--- config.mk ---
export PLATFORM = sky130hd
export DESIGN_NAME = i2c_target_register_bank_unit
export DESIGN_NICKNAME = d
export VERILOG_FILES = /design/src/rtl/i2crb_pkg.sv /design/src/rtl/i2c_target_register_bank_unit.sv /design/src/rtl/i2crb_bank.sv /design/src/rtl/i2crb_rxbuf.sv
export SDC_FILE = /design/constraint.sdc
export NUM_CORES = 1
export LEC_CHECK = 0
export ABC_CLOCK_PERIOD_IN_PS = 3600
export BUFFER_PORTS_ARGS = -buffer_cell sky130_fd_sc_hd__buf_4
export CAP_MARGIN = 10
export CELL_PAD_IN_SITES_DETAIL_PLACEMENT = 0
export CELL_PAD_IN_SITES_GLOBAL_PLACEMENT = 1
export CORE_ASPECT_RATIO = 0.9
export CORE_MARGIN = 4
export CORE_UTILIZATION = 25
export DETAILED_ROUTE_END_ITERATION = 7
export GPL_TIMING_DRIVEN = 0
export HOLD_SLACK_MARGIN = 0.08
export PLACE_DENSITY = 0.55
export SLEW_MARGIN = 0
export SYNTH_ARGS = -nofsm -noshare
export SYNTH_HDL_FRONTEND = slang
export SYNTH_HIERARCHICAL = 1
export SYNTH_SLANG_ARGS = --single-unit
export TNS_END_PERCENT = 10
--- constraint.sdc ---
create_clock -name clk -period 3.6 [get_ports clk]
set_clock_uncertainty 0.1 [all_clocks]
set_input_delay 0.72 -clock clk [delete_from_list [all_inputs] [get_ports clk]]
set_output_delay 0.72 -clock clk [all_outputs]
set_load 0.005 [all_outputs]
--- src/rtl/i2crb_pkg.sv ---
// shared types, codes and constants of the i2c target register bank
`timescale 1ns / 1ps

package i2crb_pkg;

	// default geometry
	localparam int NUM_REGS_DEF = 10;
	localparam int RX_DEPTH_DEF = 11;

	// field widths
	localparam int CMD_W  = 3;
	localparam int BYTE_W = 8;
	localparam int IDX_W  = 9;

	// saturation point of the read pointer
	localparam logic [IDX_W-1:0] IDX_MAX = 9'd511;

	// request codes
	localparam logic [CMD_W-1:0] CMD_WR_START = 3'd0;
	localparam logic [CMD_W-1:0] CMD_DATA     = 3'd1;
	localparam logic [CMD_W-1:0] CMD_RD_START = 3'd2;
	localparam logic [CMD_W-1:0] CMD_RD_NEXT  = 3'd3;
	localparam logic [CMD_W-1:0] CMD_END      = 3'd4;

	// led command patterns in buffer bytes one to three
	localparam logic [BYTE_W-1:0] CH_UPPER_A = 8'h41;
	localparam logic [BYTE_W-1:0] CH_LOWER_A = 8'h61;
	localparam logic [BYTE_W-1:0] CH_LOWER_N = 8'h6E;
	localparam logic [BYTE_W-1:0] CH_UPPER_U = 8'h55;
	localparam logic [BYTE_W-1:0] CH_LOWER_I = 8'h69;
	localparam logic [BYTE_W-1:0] CH_LOWER_T = 8'h74;

	// sequencer states
	typedef enum logic [2:0] {
		ST_IDLE,
		ST_EXEC,
		ST_READ,
		ST_COPY,
		ST_DRAIN
	} state_t;

endpackage

--- src/rtl/i2c_target_register_bank_unit.sv ---
// I2C target register bank: byte-event sequencer over bank and receive buffer
// Usage:
//  - one request channel: cmd and data_in are taken at a clock edge where
//    start is high and busy is low; busy stays high while the request runs
//  - one result per request: done is high for exactly one cycle while
//    read_data, read_valid, byte_accepted, led_on and range_error hold it
//  - states that a request passes through before its done cycle:
//      write start, data byte, other codes, end with no copy: exec
//      read start, read next: exec, read (the bank read port is registered)
//      end that copies n buffered bytes into the bank: exec, copy, drain
//  - the next request may be accepted in the done cycle; the end copy
//    moves one byte a cycle through the receive buffer read port into the
//    bank write port
//  - reset clears the sequencer, the byte count, the read pointer, the led
//    level, the head bytes of the receive buffer and the bank written marks,
//    so the bank reads as zero at once; no clearing pass is needed
//  - the receiver cannot stall; each result must be taken in its done cycle
`timescale 1ns / 1ps

module i2c_target_register_bank_unit #(
	parameter int NUM_REGS = i2crb_pkg::NUM_REGS_DEF,
	parameter int RX_DEPTH = i2crb_pkg::RX_DEPTH_DEF
) (
	input  logic                          clk,
	input  logic                          arst_n,
	input  logic                          start,
	output logic                          busy,
	input  logic [i2crb_pkg::CMD_W-1:0]   cmd,
	input  logic [i2crb_pkg::BYTE_W-1:0]  data_in,
	output logic                          done,
	output logic [i2crb_pkg::BYTE_W-1:0]  read_data,
	output logic                          read_valid,
	output logic                          byte_accepted,
	output logic                          led_on,
	output logic                          range_error
);

	localparam int BAW = (NUM_REGS > 1) ? $clog2(NUM_REGS) : 1;
	localparam int RAW = $clog2(RX_DEPTH);
	localparam int CW  = $clog2(RX_DEPTH + 1);
	localparam int SW  = ((CW > 8) ? CW : 8) + 1;
	localparam int BW  = i2crb_pkg::BYTE_W;
	localparam int IW  = i2crb_pkg::IDX_W;

	i2crb_pkg::state_t state_q, state_d;

	logic [i2crb_pkg::CMD_W-1:0] cmd_q;
	logic [BW-1:0]               din_q;
	logic [CW-1:0]               rx_count_q;
	logic [IW-1:0]               read_index_q;
	logic                        led_q;
	logic [CW-1:0]               k_q;
	logic                        cp_vld_s1;
	logic [BAW-1:0]              cp_addr_s1;
	logic                        rd_hit_s1;
	logic                        done_q;
	logic [BW-1:0]               rdata_q;
	logic                        rvalid_q;
	logic                        acc_q;
	logic                        rerr_q;

	logic                        rx_we;
	logic                        rx_re;
	logic [RAW-1:0]              rx_raddr;
	logic [BW-1:0]               rx_rdata;
	logic [3:0][BW-1:0]          head;
	logic                        bank_re;
	logic [BAW-1:0]              bank_raddr;
	logic [BW-1:0]               bank_rdata;

	logic [CW-1:0]               n_bytes;
	logic                        over;
	logic [SW-1:0]               cp_sum;
	logic [IW-1:0]               idx_next;
	logic                        idx_in_range;
	logic                        pat_on;
	logic                        pat_off;
	logic                        res_load;
	logic                        led_upd;
	logic [BW-1:0]               res_data;
	logic                        res_valid;
	logic                        res_acc;
	logic                        res_err;

	// write extent check and copy address
	assign n_bytes = rx_count_q - CW'(1);
	assign over    = (SW'(head[0]) + SW'(n_bytes)) > SW'(NUM_REGS);
	assign cp_sum  = SW'(head[0]) + SW'(k_q);

	// read pointer update
	always_comb begin
		if (cmd_q == i2crb_pkg::CMD_RD_START) begin
			idx_next = IW'(head[0]);
		end else if (read_index_q < i2crb_pkg::IDX_MAX) begin
			idx_next = read_index_q + IW'(1);
		end else begin
			idx_next = read_index_q;
		end
	end
	assign idx_in_range = idx_next < IW'(NUM_REGS);

	// led pattern match
	assign pat_on  = (head[1] == i2crb_pkg::CH_UPPER_A) && (head[2] == i2crb_pkg::CH_LOWER_A)
		&& (head[3] == i2crb_pkg::CH_LOWER_N);
	assign pat_off = (head[1] == i2crb_pkg::CH_UPPER_U) && (head[2] == i2crb_pkg::CH_LOWER_I)
		&& (head[3] == i2crb_pkg::CH_LOWER_T);

	// next state
	always_comb begin
		state_d = state_q;
		case (state_q)
			i2crb_pkg::ST_IDLE: begin
				if (start) begin
					state_d = i2crb_pkg::ST_EXEC;
				end
			end
			i2crb_pkg::ST_EXEC: begin
				case (cmd_q)
					i2crb_pkg::CMD_RD_START, i2crb_pkg::CMD_RD_NEXT: begin
						state_d = i2crb_pkg::ST_READ;
					end
					i2crb_pkg::CMD_END: begin
						if ((rx_count_q != '0) && !over && (n_bytes != '0)) begin
							state_d = i2crb_pkg::ST_COPY;
						end else begin
							state_d = i2crb_pkg::ST_IDLE;
						end
					end
					default: begin
						state_d = i2crb_pkg::ST_IDLE;
					end
				endcase
			end
			i2crb_pkg::ST_READ: begin
				state_d = i2crb_pkg::ST_IDLE;
			end
			i2crb_pkg::ST_COPY: begin
				if (k_q == (n_bytes - CW'(1))) begin
					state_d = i2crb_pkg::ST_DRAIN;
				end
			end
			i2crb_pkg::ST_DRAIN: begin
				state_d = i2crb_pkg::ST_IDLE;
			end
			default: begin
				state_d = i2crb_pkg::ST_IDLE;
			end
		endcase
	end

	// memory strobes and result selection
	always_comb begin
		rx_we      = 1'b0;
		rx_re      = 1'b0;
		rx_raddr   = RAW'(k_q + CW'(1));
		bank_re    = 1'b0;
		bank_raddr = idx_next[BAW-1:0];
		res_load   = 1'b0;
		led_upd    = 1'b0;
		res_data   = '0;
		res_valid  = 1'b0;
		res_acc    = 1'b0;
		res_err    = 1'b0;
		case (state_q)
			i2crb_pkg::ST_EXEC: begin
				case (cmd_q)
					i2crb_pkg::CMD_DATA: begin
						rx_we    = rx_count_q < CW'(RX_DEPTH);
						res_acc  = rx_we;
						res_load = 1'b1;
					end
					i2crb_pkg::CMD_RD_START, i2crb_pkg::CMD_RD_NEXT: begin
						bank_re = idx_in_range;
					end
					i2crb_pkg::CMD_END: begin
						if ((rx_count_q == '0) || over || (n_bytes == '0)) begin
							res_load = 1'b1;
							res_err  = (rx_count_q != '0) && over;
							led_upd  = (rx_count_q != '0) && !over;
						end
					end
					default: begin
						res_load = 1'b1;
					end
				endcase
			end
			i2crb_pkg::ST_READ: begin
				res_load  = 1'b1;
				res_valid = 1'b1;
				// an index past the bank reads as zero
				res_data  = rd_hit_s1 ? bank_rdata : '0;
			end
			i2crb_pkg::ST_COPY: begin
				rx_re = 1'b1;
			end
			i2crb_pkg::ST_DRAIN: begin
				res_load = 1'b1;
				led_upd  = 1'b1;
			end
			default: begin
				res_load = 1'b0;
			end
		endcase
	end

	// sequencer, counters and result registers
	always_ff @(posedge clk or negedge arst_n) begin
		if (!arst_n) begin
			state_q      <= i2crb_pkg::ST_IDLE;
			cmd_q        <= '0;
			din_q        <= '0;
			rx_count_q   <= '0;
			read_index_q <= '0;
			led_q        <= 1'b0;
			k_q          <= '0;
			cp_vld_s1    <= 1'b0;
			cp_addr_s1   <= '0;
			rd_hit_s1    <= 1'b0;
			done_q       <= 1'b0;
			rdata_q      <= '0;
			rvalid_q     <= 1'b0;
			acc_q        <= 1'b0;
			rerr_q       <= 1'b0;
		end else begin
			state_q   <= state_d;
			done_q    <= res_load;
			rd_hit_s1 <= bank_re;
			if ((state_q == i2crb_pkg::ST_IDLE) && start) begin
				cmd_q <= cmd;
				din_q <= data_in;
			end
			if ((state_q == i2crb_pkg::ST_EXEC) && (cmd_q == i2crb_pkg::CMD_WR_START)) begin
				rx_count_q <= '0;
			end else if (rx_we) begin
				rx_count_q <= rx_count_q + CW'(1);
			end
			if ((state_q == i2crb_pkg::ST_EXEC) && ((cmd_q == i2crb_pkg::CMD_RD_START)
					|| (cmd_q == i2crb_pkg::CMD_RD_NEXT))) begin
				read_index_q <= idx_next;
			end
			// copy pipeline: buffer read in one cycle, bank write in the next
			if (state_q == i2crb_pkg::ST_COPY) begin
				k_q <= k_q + CW'(1);
			end else begin
				k_q <= '0;
			end
			cp_vld_s1  <= rx_re;
			cp_addr_s1 <= cp_sum[BAW-1:0];
			if (led_upd) begin
				if (pat_on) begin
					led_q <= 1'b1;
				end else if (pat_off) begin
					led_q <= 1'b0;
				end
			end
			if (res_load) begin
				rdata_q  <= res_data;
				rvalid_q <= res_valid;
				acc_q    <= res_acc;
				rerr_q   <= res_err;
			end
		end
	end

	// receive buffer
	i2crb_rxbuf #(
		.RX_DEPTH (RX_DEPTH),
		.AW       (RAW)
	) u_rxbuf (
		.clk    (clk),
		.arst_n (arst_n),
		.we     (rx_we),
		.waddr  (rx_count_q[RAW-1:0]),
		.wdata  (din_q),
		.re     (rx_re),
		.raddr  (rx_raddr),
		.rdata  (rx_rdata),
		.head   (head)
	);

	// register bank
	i2crb_bank #(
		.NUM_REGS (NUM_REGS),
		.AW       (BAW)
	) u_bank (
		.clk    (clk),
		.arst_n (arst_n),
		.we     (cp_vld_s1),
		.waddr  (cp_addr_s1),
		.wdata  (rx_rdata),
		.re     (bank_re),
		.raddr  (bank_raddr),
		.rdata  (bank_rdata)
	);

	// ports
	assign busy          = state_q != i2crb_pkg::ST_IDLE;
	assign done          = done_q;
	assign read_data     = rdata_q;
	assign read_valid    = rvalid_q;
	assign byte_accepted = acc_q;
	assign led_on        = led_q;
	assign range_error   = rerr_q;

endmodule

--- src/rtl/i2crb_bank.sv ---
// register bank memory with per-entry valid bits standing in for reset
`timescale 1ns / 1ps

module i2crb_bank #(
	parameter int NUM_REGS = i2crb_pkg::NUM_REGS_DEF,
	parameter int AW       = 4
) (
	input  logic                          clk,
	input  logic                          arst_n,
	input  logic                          we,
	input  logic [AW-1:0]                 waddr,
	input  logic [i2crb_pkg::BYTE_W-1:0]  wdata,
	input  logic                          re,
	input  logic [AW-1:0]                 raddr,
	output logic [i2crb_pkg::BYTE_W-1:0]  rdata
);

	logic [i2crb_pkg::BYTE_W-1:0] mem [NUM_REGS];
	logic [NUM_REGS-1:0]          valid_q;
	logic [i2crb_pkg::BYTE_W-1:0] rdata_q;
	logic                         rvalid_q;

	// storage array and registered read port
	always_ff @(posedge clk) begin
		if (we) begin
			mem[waddr] <= wdata;
		end
		if (re) begin
			rdata_q <= mem[raddr];
		end
	end

	// written marks, cleared at reset
	always_ff @(posedge clk or negedge arst_n) begin
		if (!arst_n) begin
			valid_q  <= '0;
			rvalid_q <= 1'b0;
		end else begin
			if (we) begin
				valid_q[waddr] <= 1'b1;
			end
			if (re) begin
				rvalid_q <= valid_q[raddr];
			end
		end
	end

	// an entry never written reads as zero
	assign rdata = rvalid_q ? rdata_q : '0;

endmodule

--- src/rtl/i2crb_rxbuf.sv ---
// receive buffer memory with the first four bytes mirrored in flops
`timescale 1ns / 1ps

module i2crb_rxbuf #(
	parameter int RX_DEPTH = i2crb_pkg::RX_DEPTH_DEF,
	parameter int AW       = 4
) (
	input  logic                              clk,
	input  logic                              arst_n,
	input  logic                              we,
	input  logic [AW-1:0]                     waddr,
	input  logic [i2crb_pkg::BYTE_W-1:0]      wdata,
	input  logic                              re,
	input  logic [AW-1:0]                     raddr,
	output logic [i2crb_pkg::BYTE_W-1:0]      rdata,
	output logic [3:0][i2crb_pkg::BYTE_W-1:0] head
);

	logic [i2crb_pkg::BYTE_W-1:0] mem [RX_DEPTH];

	// storage array and registered read port
	always_ff @(posedge clk) begin
		if (we) begin
			mem[waddr] <= wdata;
		end
		if (re) begin
			rdata <= mem[raddr];
		end
	end

	// start byte and pattern bytes, zero from reset and kept across requests
	for (genvar i = 0; i < 4; i++) begin : g_head
		if (i < RX_DEPTH) begin : g_live
			always_ff @(posedge clk or negedge arst_n) begin
				if (!arst_n) begin
					head[i] <= '0;
				end else if (we && (waddr == AW'(i))) begin
					head[i] <= wdata;
				end
			end
		end else begin : g_none
			assign head[i] = '0;
		end
	end

endmodule

==> summary.txt <==
===============================================================================================
Fraction of layout instances using a drive strength above 1                               0.250
Clock input transition at the sequential cells of the worst setup and hold paths          60 ps
Synthesized Nets                                                                            793
Number of pins with negative max-slew slack in the final report                               0
Setup CP Type                                                                      flop to flop
Mapped cell area                                                                     11700 um^2
Setup violations, final                                                                       0
Internal reg-to-reg setup slack                                                          230 ps
Leakage                                                                                 5.20 nW
Cts bufs inserted                                                                            29
Final worst-path setup slack                                                             228 ps
Hold Violations, Final                                                                        0
Share of the core filled with cells in the final layout                                   0.296
Buffers added on ports                                                                       27
Antenna violation net count after detailed routing                                            0
Number of enable flip-flop cells after synthesis                                            184
Area of the die                                                                      50500 um^2
Initial drt markers                                                                         484
Gpl congestion                                                                            0.741
Maxcap violations                                                                             0
Setup repair after global routing missed its margin                                       false
Classification of the worst-slack hold path                                        input port to asynchronous set/reset pin
Internal cell power                                                                     7.18 mW
Net switching power                                                                     3.49 mW
Sequential-to-total area share from yosys stat                                            0.669
Slew HR                                                                                   0.291
Most frequently used cell type in the post-synthesis netlist                       sky130_fd_sc_hd__edfxtp_1
CP max stage delay                                                                       580 ps
Slowest cell on crit path                                                          sky130_fd_sc_hd__nor4_4
Most used DFF post-synth                                                           sky130_fd_sc_hd__edfxtp_1
Root Buffer                                                                        sky130_fd_sc_hd__clkbuf_16
Final hold slack                                                                        53.0 ps
Post-synthesis average cell area                                                      15.4 um^2
R2R Path Start                                                                     rx_count_q[1]$_DFFE_PN0P_
Crit path to                                                                       u_rxbuf/mem[0][0]$_DFFE_PP_
Die Y                                                                                    214 um
Clock share of power                                                                      0.277
Cell depth of the worst flop-to-flop path                                                     8
Die Span X                                                                               236 um
IR drop worst, VDD                                                                     0.374 mV
Wire length reported by the detailed router                                            25800 um
Launching instance or port of the critical path                                    rx_count_q[1]$_DFFE_PN0P_
Period Utilization, post-route                                                            0.937
Sequential fraction of design power                                                       0.438
CP cell instances                                                                  ha_1 > o21ai_0 > nand2_1 > nor4_4 > or3b_1 > or3_1 > buf_6 > clkinvlp_4
1st-pass router iterations                                                                    6
Global Route Usage Sum                                                                    0.103
Post-DP HPWL                                                                           17300 um
Initial cell density of the core                                                          0.252
Final critical delay including setup and external delays                                3370 ps
Synthesized flop and latch total                                                            277
Area Overhead vs Synth                                                                    17.4%
Sum of internal, switching and leakage power                                            10.7 mW
Number of H-tree levels                                                                       1
Yosys top cell area share                                                                 0.471
Source-to-sink clock delay at the later pin of the worst-skew pair                       550 ps
Post-route DRC violation count                                                                0
Via count of the first global-routing pass                                                 6538
Worst Max-Slew Pin Slew                                                                 1060 ps
RR Endpoint                                                                        u_rxbuf/mem[0][0]$_DFFE_PP_
Top area cells in the synthesized netlist                                          sky130_fd_sc_hd__edfxtp_1 47%, sky130_fd_sc_hd__dfrtp_1 20%, sky130_fd_sc_hd__mux2_2 6.1%
Count of boundary I/O pins                                                                   28
Initial antenna violation count                                                               0
Per-cell via count in the routed design                                                    4.38
Number of library cell types mapped by synthesis                                             75
Top cells by instance count after synthesis                                        184 x sky130_fd_sc_hd__edfxtp_1, 93 x sky130_fd_sc_hd__dfrtp_1, 64 x sky130_fd_sc_hd__mux2_2, 42 x sky130_fd_sc_hd__nand2_1, 35 x sky130_fd_sc_hd__nor2_1
FMAX                                                                                  0.297 GHz
Share of total power consumed by net switching                                            0.327
Total number of vias                                                                       6418
Startpoint type of the worst setup path                                                    flop
Synthesized netlist cell count                                                              764
Core outline area                                                                    46500 um^2
First-pass GRT wire length                                                             40700 um
Async SR Flop Fraction                                                                    0.336
Largest net degree at the start of global routing                                            94
ANT cells                                                                                     0
Number of warnings printed during yosys synthesis                                             6
Result of the run                                                                  finished clean
Row count                                                                                    75
Clock tree from TritonCTS                                                                  done
Data arrival time of the worst path                                                     3510 ps
Comb power frac                                                                           0.285
Number of buffers added to fix hold violations after cts                                      0
Number of clock sinks                                                                       277
PD cells                                                                            774 nW/um^2
Worst Path Max Fanout                                                                        13
Buffer depth of the longest clock path                                                        3
Area leader, netlist                                                               sky130_fd_sc_hd__edfxtp_1
Routed length per placed instance                                                       17.6 um
Net total in the final layout                                                               854
Post-Place Worst Slack                                                                  -430 ps
CP endpoint kind                                                                           flop
Overflow after GRT                                                                            0
Data required time of the worst path                                                    3740 ps
===============================================================================================
## layer usage
layer / share of wire / track usage
met5: 0 / 0
met4: 0.014 / 0.0217
met2: 0.44 / 0.156
met3: 0.039 / 0.0184
met1: 0.51 / 0.155
## layout by cell type, fill, tap and decap left out, drive strengths merged, types with 13 or more instances in the layout
cell type	netlist	layout
a22o	16	16
dfrtp	93	93
o21ai	16	16
nand2	42	42
ha	13	13
or2	13	13
o211ai	21	21
inv	21	20
buf	22	52
edfxtp	184	184
mux2	72	72
mux4	17	17
mux2i	18	18
nor2	36	36
clkbuf	6	47
nand2b	25	25
## timing repair
action / in CTS / in global routing
pin swaps: 0 / 1
endpoints found under the setup margin: 121 / 60
buffers inserted: 0 / 0
resized for setup: 5 / 6
## power groups by stage
stage          logic [mW]  clock network [mW]  registers, mW
6_report             3.04                2.96           4.68
5_1_grt              3.38                3.19           4.77
4_1_cts              3.07                3.05           4.69
3_5_place_dp         3.03                   0           4.75
3_3_place_gp         3.02                   0           4.72
2_1_floorplan        2.27                   0           4.42
## state kept, by name, indices dropped and copies added, names as in the netlist, 3 cells and up
register	flops
read_index_q	9
u_rxbuf/head	32
u_bank/mem	80
din_q	8
u_rxbuf/mem	88
k_q	4
rx_count_q	4
cmd_q	3
cp_addr_s1	4
state_q	3
read_data	8
u_rxbuf/rdata	8
u_bank/rdata_q	8
u_bank/valid_q	10
## metrics by stage
step | cells | setup TNS, ps | area [um^2]
3_5_place_dp | 1409 | -18890 | 12700
4_1_cts | 1463 | -31.5 | 13700
2_1_floorplan | 764 | 0 | 11700
6_report | 1464 | 0 | 13800
5_1_grt | 1464 | 0 | 13800
3_3_place_gp | 1407 | -31230 | 12700
## cell type report
type	count	area, um^2
buffer	28	183
fill	4726	32800
multi-input combinational	438	3690
inverter	21	90.1
timing repair buffer	30	246
clock inverter	13	123
clock buffer	41	822
tap	616	771
sequential	277	7860
## how the worst min path moves through the flow
stage                                             start  cells past startpoint                       endpoint
after floorplan                                  arst_n                      0      byte_accepted$_DFFE_PN0P_
after global placement    u_bank/valid_q[9]$_DFFE_PN0P_                      1  u_bank/valid_q[9]$_DFFE_PN0P_
after detailed placement  u_bank/valid_q[9]$_DFFE_PN0P_                      1  u_bank/valid_q[9]$_DFFE_PN0P_
after CTS                                        cmd[0]                      3           cmd_q[0]$_DFFE_PN0P_
after global routing                             arst_n                      2    u_bank/rvalid_q$_DFFE_PN0P_
final                                            arst_n                      2      byte_accepted$_DFFE_PN0P_
## worst max-delay path, delay by kind of cell, from the launching register on
family	cells	cell delay [ps]
AO/OA/AOI/OAI	1	270
buffers and inverters	2	350
flip-flops	1	500
AND/OR/NAND/NOR	4	1590
adder cells (fa/ha/maj)	1	240
## cell families after synthesis
logic type / Yosys count / share of synthesized area
xor+xnor: 16 / 0.0119
flops: 277 / 0.669
simple gates: 184 / 0.0845
mux: 107 / 0.121
buf+inv: 49 / 0.0223
compound gates: 116 / 0.0737
fa+ha+maj: 15 / 0.0173
No activity file was read; power rests on OpenSTA's default activity.
